===== src/ctg_pkg.sv =====
// ----------------------------------------------------------------------------
// ctg_pkg: shared types and constants of the cycloidal trajectory generator.
// Holds the item payload structs, register indexes and fixed-point constants.
// ----------------------------------------------------------------------------
package ctg_pkg;

  // Input item of one control tick.
  typedef struct packed {
    logic [16:0] tick_period;
    logic        restart;
  } in_item_t;

  // Result item of one control tick.
  typedef struct packed {
    logic signed [21:0] position;
    logic               done_res;
  } out_item_t;

  // Register indexes (word addresses on the configuration port).
  localparam logic [1:0] RegStart = 2'd0;
  localparam logic [1:0] RegDisp  = 2'd1;
  localparam logic [1:0] RegDur   = 2'd2;

  localparam logic [25:0] TimeMax    = 26'h3FFFFFF;
  localparam logic [25:0] DurReset   = 26'd1000000;
  localparam logic [31:0] OneQ30     = 32'h4000_0000;
  localparam logic [16:0] AngleStep  = 17'd102944;
  localparam logic [27:0] InvTwoPi   = 28'd170891318;
  localparam logic signed [22:0] PosLimit = 23'sd2000000;

  // Horner divisors by step are split as 2^e * o. The quotient of a dividend
  // below 2^32 is ((a >> e) * m) >> s with m = ceil(2^s / o), which is exact
  // because (a >> e) stays below 2^31 and s = 31 + ceil(log2(o)).

  // Pre-shift e of each Horner divisor (110, 72, 42, 20, 6).
  function automatic logic [1:0] horner_shift(input logic [2:0] idx);
    logic [1:0] e;
    e = 2'd1;
    unique case (idx)
      3'd0: e = 2'd1;
      3'd1: e = 2'd3;
      3'd2: e = 2'd1;
      3'd3: e = 2'd2;
      default: e = 2'd1;
    endcase
    return e;
  endfunction

  // Reciprocal m of the odd part of each Horner divisor (55, 9, 21, 5, 3).
  function automatic logic [31:0] horner_recip(input logic [2:0] idx);
    logic [31:0] m;
    m = 32'd2863311531;
    unique case (idx)
      3'd0: m = 32'd2498890064;
      3'd1: m = 32'd3817748708;
      3'd2: m = 32'd3272356036;
      3'd3: m = 32'd3435973837;
      default: m = 32'd2863311531;
    endcase
    return m;
  endfunction

  // Post-shift s of each Horner reciprocal product.
  function automatic logic [5:0] horner_post(input logic [2:0] idx);
    logic [5:0] s;
    s = 6'd33;
    unique case (idx)
      3'd0: s = 6'd37;
      3'd1: s = 6'd35;
      3'd2: s = 6'd36;
      3'd3: s = 6'd34;
      default: s = 6'd33;
    endcase
    return s;
  endfunction

endpackage


===== src/cycloidal_trajectory_generator_unit.sv =====
// ----------------------------------------------------------------------------
// cycloidal_trajectory_generator_unit: one axis of a timed cycloidal move.
// A small sequencer drives one shared shift-subtract divider and one shared
// multiplier to form u, the sine by Horner iteration and the position.
// ----------------------------------------------------------------------------
// Channel | Direction | Handshake             | Payload
// in      | input     | in_valid_i/in_ready_o | in_item_t (tick_period, restart)
// out     | output    | out_valid_o/out_ready_i | out_item_t (position, done_res)
// cfg     | input     | APB psel/penable      | start, displacement, duration
//
// When u < 1, a taken item goes through the divide of u, the angle and its
// square, the five Horner steps and the finishing steps before its result is
// presented. When u is clamped the divide is skipped.
// Each Horner step divides by a small constant through a reciprocal multiply.
// Reset clears the time, the done state and the registers to their reset
// values. A result waits in the output register; the next item is taken once
// the previous result has been handed over.
// ----------------------------------------------------------------------------
module cycloidal_trajectory_generator_unit (
  input  logic                 clk_i,
  input  logic                 rst_ni,
  input  logic                 in_valid_i,
  output logic                 in_ready_o,
  input  ctg_pkg::in_item_t    in_item_i,
  output logic                 out_valid_o,
  input  logic                 out_ready_i,
  output ctg_pkg::out_item_t   out_item_o,
  input  logic                 psel,
  input  logic                 penable,
  input  logic                 pwrite,
  input  logic [3:0]           paddr,
  input  logic [31:0]          pwdata,
  output logic [31:0]          prdata,
  output logic                 pready
);

  typedef enum logic [8:0] {
    StIdle  = 9'b000000001,
    StDivU  = 9'b000000010,
    StSq    = 9'b000000100,
    StHMul  = 9'b000001000,
    StHDiv  = 9'b000010000,
    StSin   = 9'b000100000,
    StTerm  = 9'b001000000,
    StOff   = 9'b010000000,
    StOut   = 9'b100000000
  } state_e;

  state_e state_q, state_d;

  // Configuration registers.
  logic [21:0] start_q, disp_q;
  logic [25:0] dur_q;
  logic        wr_en;

  assign pready = 1'b1;
  assign wr_en  = psel & penable & pwrite;

  always_ff @(posedge clk_i or negedge rst_ni) begin
    if (!rst_ni) begin
      start_q <= '0;
      disp_q  <= '0;
      dur_q   <= ctg_pkg::DurReset;
    end else if (wr_en) begin
      unique case (paddr[3:2])
        ctg_pkg::RegStart: start_q <= pwdata[21:0];
        ctg_pkg::RegDisp:  disp_q  <= pwdata[21:0];
        ctg_pkg::RegDur:   dur_q   <= pwdata[25:0];
        default: ;
      endcase
    end
  end

  // Register readback.
  always_comb begin
    prdata = '0;
    unique case (paddr[3:2])
      ctg_pkg::RegStart: prdata = {{10{start_q[21]}}, start_q};
      ctg_pkg::RegDisp:  prdata = {{10{disp_q[21]}}, disp_q};
      ctg_pkg::RegDur:   prdata = {6'd0, dur_q};
      default:           prdata = '0;
    endcase
  end

  // Motion state and working registers.
  logic [25:0] time_q;
  logic        fin_q;
  logic [16:0] u_q;
  logic [31:0] x_q, x2_q, t_q;    // Q30 values
  logic [30:0] f_q;               // clamped profile fraction in Q30
  logic [62:0] prod_q;            // shared multiplier output register
  logic [42:0] rem_q;             // divider remainder / dividend
  logic [42:0] quo_q;             // divider dividend bits and quotient
  logic [5:0]  cnt_q;
  logic [2:0]  step_q;
  logic        neg_q;
  ctg_pkg::out_item_t out_q;
  logic        out_valid_q;

  // Shared multiplier operands (32 x 32, registered into prod_q).
  logic [31:0] mul_a, mul_b;
  logic [63:0] mul_p;
  assign mul_p = mul_a * mul_b;

  // Shared restoring divider step for u.
  logic [43:0] trial;
  logic [42:0] rem_sh;
  assign rem_sh  = {rem_q[41:0], quo_q[42]};
  assign trial   = {1'b0, rem_sh} - {18'd0, dur_q};

  // Time update for an accepted item.
  logic [26:0] tsum;
  logic [25:0] tbase;
  logic [25:0] tnew;
  logic        clamp;
  assign tbase = in_item_i.restart ? 26'd0 : time_q;
  assign tsum  = {1'b0, tbase} + {10'd0, in_item_i.tick_period};
  assign tnew  = tsum[26] ? ctg_pkg::TimeMax : tsum[25:0];
  assign clamp = (dur_q == '0) || (tnew >= dur_q);

  // Horner quotient from the reciprocal product.
  logic [31:0] h_quot;
  assign h_quot = 32'(prod_q >> ctg_pkg::horner_post(step_q));

  // Phase folding.
  logic [1:0]  quad;
  logic [14:0] r_fold;
  assign quad   = u_q[15:14];
  assign r_fold = quad[0] ? (15'd16384 - {1'b0, u_q[13:0]}) : {1'b0, u_q[13:0]};

  // Result forming from prod_q in StOut.
  logic [31:0] sin_mag;
  logic signed [32:0] f_s;
  logic [30:0] f_c;
  logic [21:0] disp_mag;
  logic [53:0] off_mag;
  logic [23:0] rq;
  logic signed [24:0] pos_s;
  logic signed [21:0] pos_sat;

  always_comb begin
    sin_mag = (prod_q[62:30] > {1'b0, ctg_pkg::OneQ30}) ? ctg_pkg::OneQ30
                                                        : prod_q[61:30];
  end

  // The fraction is never negative, so the offset takes the sign of the
  // displacement and its magnitude comes from the unsigned product.
  assign disp_mag = disp_q[21] ? (22'd0 - disp_q) : disp_q;
  assign off_mag  = prod_q[53:0];
  assign rq       = 24'((off_mag + (54'd1 << 29)) >> 30);
  assign pos_s    = $signed({{3{start_q[21]}}, start_q})
                  + (disp_q[21] ? -$signed({1'b0, rq}) : $signed({1'b0, rq}));
  always_comb begin
    if (pos_s > 25'(ctg_pkg::PosLimit))       pos_sat = 22'(ctg_pkg::PosLimit);
    else if (pos_s < -25'(ctg_pkg::PosLimit)) pos_sat = 22'(-ctg_pkg::PosLimit);
    else                                      pos_sat = pos_s[21:0];
  end

  // Sine term in Q30 from the previous product, combined with u.
  assign f_s = $signed({2'b0, u_q, 14'd0})
             + (neg_q ? $signed({1'b0, prod_q[61:30]}) : -$signed({1'b0, prod_q[61:30]}));
  always_comb begin
    if (f_s < 0)                                   f_c = '0;
    else if (f_s > $signed({1'b0, ctg_pkg::OneQ30})) f_c = 31'(ctg_pkg::OneQ30);
    else                                           f_c = f_s[30:0];
  end

  assign in_ready_o  = (state_q == StIdle) && !out_valid_q;
  assign out_valid_o = out_valid_q;
  assign out_item_o  = out_q;

  // Multiplier operand selection.
  always_comb begin
    mul_a = '0;
    mul_b = '0;
    unique case (state_q)
      StSq: begin
        if (cnt_q == 6'd3) begin
          mul_a = x_q;
          mul_b = x_q;
        end else begin
          mul_a = {17'd0, r_fold};
          mul_b = {15'd0, ctg_pkg::AngleStep};
        end
      end
      StHMul: begin mul_a = x2_q; mul_b = t_q; end
      StHDiv: begin mul_a = quo_q[31:0]; mul_b = ctg_pkg::horner_recip(step_q); end
      StSin:  begin mul_a = x_q;  mul_b = t_q; end
      StTerm: begin mul_a = sin_mag; mul_b = {4'd0, ctg_pkg::InvTwoPi}; end
      StOff:  begin mul_a = {1'b0, f_q}; mul_b = {10'd0, disp_mag}; end
      default: ;
    endcase
  end

  // Sequencer.
  always_ff @(posedge clk_i or negedge rst_ni) begin
    if (!rst_ni) begin
      state_q     <= StIdle;
      time_q      <= '0;
      fin_q       <= 1'b0;
      out_valid_q <= 1'b0;
      cnt_q       <= '0;
      step_q      <= '0;
      u_q         <= '0;
      x_q         <= '0;
      x2_q        <= '0;
      t_q         <= '0;
      f_q         <= '0;
      rem_q       <= '0;
      quo_q       <= '0;
      neg_q       <= 1'b0;
      out_q       <= '0;
    end else begin
      if (out_valid_q && out_ready_i) out_valid_q <= 1'b0;
      unique case (state_q)
        StIdle: begin
          if (in_valid_i && in_ready_o) begin
            time_q <= tnew;
            fin_q  <= clamp ? 1'b1 : (in_item_i.restart ? 1'b0 : fin_q);
            if (clamp) begin
              quo_q   <= 43'h10000;
              cnt_q   <= '0;
              state_q <= StSq;
            end else begin
              rem_q   <= '0;
              quo_q   <= {1'b0, tnew, 16'd0};
              cnt_q   <= 6'd43;
              state_q <= StDivU;
            end
          end
        end
        StDivU: begin
          if (trial[43]) begin
            rem_q <= rem_sh;
            quo_q <= {quo_q[41:0], 1'b0};
          end else begin
            rem_q <= trial[42:0];
            quo_q <= {quo_q[41:0], 1'b1};
          end
          cnt_q <= cnt_q - 6'd1;
          if (cnt_q == 6'd1) begin
            state_q <= StSq;
            cnt_q   <= '0;
          end
        end
        StSq: begin
          // Takes u, then forms x = r * step and x*x in turn.
          if (cnt_q == '0) begin
            u_q   <= quo_q[16:0];
            cnt_q <= 6'd1;
          end else if (cnt_q == 6'd1) begin
            cnt_q <= 6'd2;
          end else if (cnt_q == 6'd2) begin
            x_q   <= prod_q[31:0];
            cnt_q <= 6'd3;
          end else if (cnt_q == 6'd3) begin
            cnt_q <= 6'd4;
          end else begin
            x2_q    <= prod_q[61:30];
            t_q     <= ctg_pkg::OneQ30;
            step_q  <= '0;
            cnt_q   <= '0;
            state_q <= StHMul;
          end
        end
        StHMul: begin
          if (cnt_q == '0) cnt_q <= 6'd1;
          else begin
            quo_q   <= {11'd0, prod_q[61:30] >> ctg_pkg::horner_shift(step_q)};
            cnt_q   <= '0;
            state_q <= StHDiv;
          end
        end
        StHDiv: begin
          if (cnt_q == '0) cnt_q <= 6'd1;
          else begin
            if (h_quot >= ctg_pkg::OneQ30) t_q <= '0;
            else t_q <= ctg_pkg::OneQ30 - h_quot;
            cnt_q <= '0;
            if (step_q == 3'd4) state_q <= StSin;
            else begin
              step_q  <= step_q + 3'd1;
              state_q <= StHMul;
            end
          end
        end
        StSin: begin
          if (cnt_q == '0) cnt_q <= 6'd1;
          else begin
            cnt_q   <= '0;
            state_q <= StTerm;
          end
        end
        StTerm: begin
          if (cnt_q == '0) begin
            neg_q <= quad[1] && (sin_mag != '0);
            cnt_q <= 6'd1;
          end else begin
            f_q     <= f_c;
            cnt_q   <= '0;
            state_q <= StOff;
          end
        end
        StOff: begin
          if (cnt_q == '0) cnt_q <= 6'd1;
          else begin
            cnt_q   <= '0;
            state_q <= StOut;
          end
        end
        StOut: begin
          out_q.position <= pos_sat;
          out_q.done_res <= fin_q;
          out_valid_q    <= 1'b1;
          state_q        <= StIdle;
        end
        default: state_q <= StIdle;
      endcase
    end
  end

  // Shared multiplier output register.
  always_ff @(posedge clk_i or negedge rst_ni) begin
    if (!rst_ni) begin
      prod_q <= '0;
    end else begin
      prod_q <= mul_p[62:0];
    end
  end

`ifndef SYNTH
  // No new item is taken while a result is still waiting.
  assert property (@(posedge clk_i) disable iff (!rst_ni)
    out_valid_o |-> !in_ready_o) else $error("item taken over pending result");
  // A result appears only at the end of the sequence.
  assert property (@(posedge clk_i) disable iff (!rst_ni)
    $rose(out_valid_o) |-> $past(state_q == StOut)) else $error("stray result");
  // The sequencer is one-hot.
  assert property (@(posedge clk_i) disable iff (!rst_ni)
    $onehot(state_q)) else $error("state not one-hot");
`endif

endmodule


===== config.mk =====
export PLATFORM = sky130hd
export DESIGN_NAME = cycloidal_trajectory_generator_unit
export DESIGN_NICKNAME = d
export VERILOG_FILES = /design/src/ctg_pkg.sv /design/src/cycloidal_trajectory_generator_unit.sv
export SDC_FILE = /design/constraint.sdc
export NUM_CORES = 2
export LEC_CHECK = 0
export BUFFER_PORTS_ARGS = -buffer_cell sky130_fd_sc_hd__buf_2
export CORE_MARGIN = 1
export CORE_UTILIZATION = 53
export DETAILED_ROUTE_END_ITERATION = 6
export GPL_TIMING_DRIVEN = 0
export PLACE_DENSITY = 0.79
export SETUP_SLACK_MARGIN = 0.1
export SLEW_MARGIN = 15
export SYNTH_ARGS = -nofsm -noshare
export SYNTH_HDL_FRONTEND = slang
export SYNTH_SLANG_ARGS = --single-unit

===== constraint.sdc =====
create_clock -name clk_i -period 13.5 [get_ports clk_i]
set_input_delay 2.7 -clock clk_i [delete_from_list [all_inputs] [get_ports clk_i]]
set_output_delay 2.7 -clock clk_i [all_outputs]
set_load 0.05 [all_outputs]

**Word level (Yosys, flattened, before mapping)**

Cells that the tools add are included.
W data, S select, Z words.

- Add/sub/neg operators: 12
- Multiply operators: 1
- $lt $le $gt $ge: 7
- Eq/ne operators: 31
- Shift-type cells: 2
- Mux-type cells: 71
- Bitwise gates (word level): 6
- Reductions and logical operators: 35

Operators with widths:

| operator | count |
|---|---|
| $mux W32 | 9 |
| $pmux W32 S6 | 1 |
| $mux W42 | 4 |
| $pmux W32 S5 | 1 |
| $pmux W43 S3 | 1 |
| $pmux W31 S4 | 1 |
| $mux W9 | 11 |
| $pmux W32 S3 | 1 |
| $mux W43 | 2 |
| $pmux W42 S2 | 1 |
| $pmux W9 S8 | 1 |
| $mux W22 | 3 |
| $pmux W32 S2 | 1 |
| $mul A32 B32 Y63 | 1 |
| $shr A63 B6 Y32 | 1 |
| $mux W31 | 2 |
| $add A54 B30 Y54 const B | 1 |
| $mux W26 | 2 |
| $sub A43 B26 Y44 | 1 |
| $add A32 B33 Y33 | 1 |
| $gt A33 B31 Y1 const B | 1 |
| $gt A33 B32 Y1 const B | 1 |
| $lt A33 B1 Y1 const B | 1 |
| $mux W3 | 11 |
| other kinds (64) | 105 |

- Flip-flop bits (word level): 432
- Input bits: 61
- Output and inout port bits: 58

**Depth between registers and ports, before layout**

- Word-level depth: 8
- Gate-level depth with buffers: 45

**Worst setup path after synthesis**

Ideal clock, no wire load.

- Path kind: flip-flop to flip-flop
- From: register prod_q[31]
- To: register prod_q[58]
- Data arrival time: 9707 ps
- Required time: 13375 ps
- Setup slack: 3669 ps
- Stages on the path, launching flop included: 40
- Buffers on the path: 4
- Clock period less this slack: 9831 ps
- Cell sequence: dfrtp_1 > buf_2 > clkbuf_1 > inv_1 > ha_1 > nor2b_1 > nand2_1 > nor2_2 > and2_2 > nand2_1 > a2111oi_4 > buf_2 > a221oi_1 > clkbuf_1 > nor2_1 > fa_1 > inv_1 > fa_1 > [4 not listed] > fa_1 > fa_1 > inv_1 > fa_1 > inv_1 > ha_1 > nand4_1 > nor2_1 > nand3_1 > a21o_1 > a2111o_1 > a21oi_1 > a21oi_1 > a311oi_1 > nor2b_1 > o21ai_0 > a21oi_1 > xnor2_1

- Word-level cells in the longest chain between the ends: 4

RTL lines:

| item | line | text |
|---|---|---|
| start, declared | cycloidal_trajectory_generator_unit.sv:91 | `logic [62:0] prod_q;` |
| start signal, assigned | cycloidal_trajectory_generator_unit.sv:327 | `prod_q <= mul_p[62:0];` |
| $gt A33 B31 Y1 | cycloidal_trajectory_generator_unit.sv:142 | `sin_mag = (prod_q[62:30] > {1'b0, ctg_pkg::OneQ30}) ? ctg_pkg::OneQ30` |
| $mux W32 * | cycloidal_trajectory_generator_unit.sv:142 |  |
| $pmux W32 S6 * | cycloidal_trajectory_generator_unit.sv:176 | `unique case (state_q)` |
| $mul A32 B32 Y63 * | cycloidal_trajectory_generator_unit.sv:103 | `assign mul_p = mul_a * mul_b;` |
| named net mul_p[58] | cycloidal_trajectory_generator_unit.sv:102 | `logic [63:0] mul_p;` |

The timed path passes the listed nets; every way through them passes the cells marked *.
A chain may end at the register's enable or synchronous reset.

**Worst setup path in the final report**

Same ends and word-level chain as after synthesis.

==> results.sh <==
export IMPL_status="complete, but fails checks"
export IMPL_violations="DRC"
export IMPL_critPathKind="reg -> reg"
export IMPL_io_buffers=108
export IMPL_routed_via_count=55000
export IMPL_setup_viol=0
export IMPL_drc=21
export IMPL_fin_skew_ns=0.0255
export IMPL_grt_usage=0.431
export IMPL_clk_latency_ns=0.62
export IMPL_antenna_found_initial=22
export IMPL_power_density_nw_per_um2=85.1
export IMPL_register_area_um2=10800
export IMPL_postSynthAreaPerCell_um2=8.71
export IMPL_grt_max_degree=105
export IMPL_max_clock_path_buffers=3
export IMPL_dp_slack_ns=0.169
export IMPL_synth_edff_count=0
export IMPL_cts_tree="done"
export IMPL_cp_common_cell="fa_1"
export IMPL_slew_limit_headroom=0.0613
export IMPL_viasPerCell=6.24
export IMPL_root_buffer="clkbuf_16"
export IMPL_grt_ovfl_total=0
export IMPL_cts_buffers=46
export IMPL_r2r_setup_slack_ns=0.40
export IMPL_ys_flop_type="dfrtp_1"
export IMPL_fin_setup_tns_ns=0
export IMPL_max_freq_ghz=0.0763
export IMPL_min_from="time_q[15]"
export IMPL_nets=8612
export IMPL_rsz0062_at_grt="yes"
export IMPL_cp_start_kind="flop"
export IMPL_ir_worst_vdd_mv=0.111
export IMPL_ys_ff_latch=432
export IMPL_r2r_end="prod_q[58]"
export IMPL_io_pins=119
export IMPL_dr_pass1_iters=7
export IMPL_endpoint_kind="flop"
export IMPL_seq_area_frac_synth=0.176
export IMPL_r2r_start="prod_q[31]"
export IMPL_initial_core_util=0.537
export IMPL_ant_nets=0
export IMPL_grt_pass1_vias=53500
export IMPL_place_congestion=1.07
export IMPL_layout_common_cells="inv_1 (1,083), nand2_1 (964), fa_1 (899), nor2_1 (796), dfrtp_1 (424)"
export IMPL_max_cap_violations=0
export IMPL_ys_types=111
export IMPL_drive_gt1_frac=0.0790
export IMPL_p_leak_nw=32.4
export IMPL_die_w_um=343
export IMPL_dp_hpwl_um=206000
export IMPL_min_period_over_period=0.970
export IMPL_crit_slowest_cell="a21oi_1"
export IMPL_worst_pin_slew_ns=1.41
export IMPL_cp_arrival_ns=13.59
export IMPL_final_max_slew_viol_count=0
export IMPL_path_max_fanout=10
export IMPL_clock_sinks=432
export IMPL_layout_commonest_cell="inv_1"
export IMPL_dr_first_iter_drc_count=7214
export IMPL_clk_pin_slew_ns=0.06
export IMPL_ys_async_sr_fraction=1.00
export IMPL_min_path_cells=2
export IMPL_required_ns=13.99
export IMPL_period_minus_slack_ns=13.10
export IMPL_core_area_um2=115000
export IMPL_rows=124
export IMPL_n_fill_cell=10500
export IMPL_dieArea_um2=118000
export IMPL_reg2reg_depth=41
export IMPL_htreeDepth=2
export IMPL_grt_pass1_wl_um=365000
export IMPL_ys_warn_count=0
export IMPL_syn_area_um2=61600
export IMPL_syn_inst=7071
export IMPL_synth_fp_nets=8414
export IMPL_hold_viol=0
export IMPL_die_y_um=343
export IMPL_hold_path_class="reg -> reg"
export IMPL_min_to="time_q[15]"
export IMPL_p_total_mw=5.66
export IMPL_setup_slack_ns=0.400
export IMPL_syn2layout_area_growth_pct=7.98
export IMPL_multiInputGateArea_um2=45400
export IMPL_wl_per_cell_um=28.4
export IMPL_slowest_delay_ns=1.13
export IMPL_drt_total_wl_um=251000
critical path, delay by kind of cell, from the launching register on:
| family | cells | cell delay (ns) |
|---|---|---|
| AO/OA/AOI/OAI | 10 | 3.33 |
| XOR/XNOR | 1 | 0.14 |
| adder cells (fa/ha/maj) | 10 | 4.21 |
| buffers and inverters | 11 | 2.91 |
| flip-flops | 1 | 0.46 |
| AND/OR/NAND/NOR | 9 | 1.89 |
layout make-up:
type | instances | area share
sequential | 432 | 0.163
clock buffer | 59 | 0.0196
antenna | 6 | 0.000226
inverter | 1084 | 0.0612
clock inverter | 22 | 0.00479
timing repair buffer | 150 | 0.0156
buffer | 406 | 0.0255
tap | 1512 | 0.0284
multi-input combinational | 5149 | 0.682
synthesized netlist by cell type (14+ instances only):
library cell	number	share of area
a211oi_1	34	0.0041
a21o_1	60	0.0073
a21oi_1	229	0.019
a221o_1	33	0.0054
a221oi_1	72	0.010
a222oi_1	19	0.0031
a22o_1	32	0.0045
a22oi_1	23	0.0028
a31oi_1	18	0.0018
and2_1	40	0.0041
and3_1	17	0.0017
buf_1	37	0.0023
buf_2	73	0.0059
buf_4	14	0.0017
clkbuf_1	279	0.017
dfrtp_1	424	0.17
fa_1	899	0.29
ha_1	383	0.078
inv_1	1083	0.066
mux2_2	128	0.023
mux2i_1	133	0.022
nand2_1	964	0.059
nand2b_1	33	0.0034
nand3_1	72	0.0058
nand3b_1	16	0.0019
nand4_1	34	0.0035
nor2_1	797	0.049
nor2b_1	48	0.0049
nor3_1	72	0.0058
nor3b_1	18	0.0022
nor4_1	31	0.0031
o2111ai_1	14	0.0020
o211ai_1	16	0.0019
o21a_1	24	0.0029
o21ai_0	261	0.021
o21ai_1	56	0.0045
o21bai_1	20	0.0024
o31ai_1	33	0.0040
or2_2	15	0.0015
or3_1	29	0.0029
or4_1	14	0.0017
xnor2_1	169	0.024
xor2_1	118	0.017
worst max-delay path by stage:
stage,startpoint,to,slack [ns],cells past startpoint
2_1_floorplan,prod_q[31],prod_q[58],3.67,39
3_3_place_gp,step_q[2],prod_q[51],-1.62,34
3_5_place_dp,prod_q[31],prod_q[58],0.17,42
4_1_cts,prod_q[31],prod_q[58],0.13,42
5_1_grt,state_q[2],prod_q[58],0.08,41
6_report,prod_q[31],prod_q[58],0.40,41
layer usage:
metal	vias to the layer above	share of wire	track usage
li1	23100	-	-
met1	27700	0.41	0.619
met2	3593	0.40	0.585
met3	649	0.15	0.154
met4	22	0.050	0.175
met5	-	0.00065	0
cells by family (layout without fill, tap and decap cells):
family,after synthesis,after routing,share of synthesized area
and+or+nand+nor,2261,2261,0.160
other,1,7,0.0000609
AOI/OAI and AO/OA,1052,1052,0.114
adders and majority gates,1282,1282,0.370
DFF,432,432,0.176
buffers and inverters,1490,1721,0.0934
xor gates and xnor gates,287,287,0.0408
muxes,266,266,0.0467
where the power goes:
part / switching [mW] / internal, mW / total (mW) / leakage, nW
Combinational: 1.60 / 0.845 / 2.44 / 25.9
Clock: 0.605 / 0.818 / 1.42 / 0.796
Sequential: 0.279 / 1.52 / 1.80 / 5.75
Total: 2.48 / 3.18 / 5.66 / 32.4
flip-flops by register name (all words and copies together), names as in the netlist:
name         flops
u_q             17
out_item_o      23
quo_q           43
f_q             31
start_q         22
neg_q            1
disp_q          22
rem_q           42
time_q          26
cnt_q            6
x2_q            32
t_q             32
fin_q            1
dur_q           26
x_q             32
state_q          9
out_valid_o      1
step_q           3
prod_q          63
repair_timing:
item                                    in CTS  in global routing
gates resized for setup                      0                 23
setup buffers                                0                  0
endpoints found under the setup margin       0                 19
hold buffers                                 0                  0
stage by stage:
step	area (um^2)	utilization	cells	hold WS, ns
after floorplan	61600	-	7071	0.431
after global placement	64100	0.558	8691	0.443
after detailed placement	64800	0.565	8733	0.448
after CTS	66500	0.579	8814	0.461
after global routing	66500	0.579	8814	0.488
final	66500	0.580	8820	0.459
(Power assumes the default switching activity.)
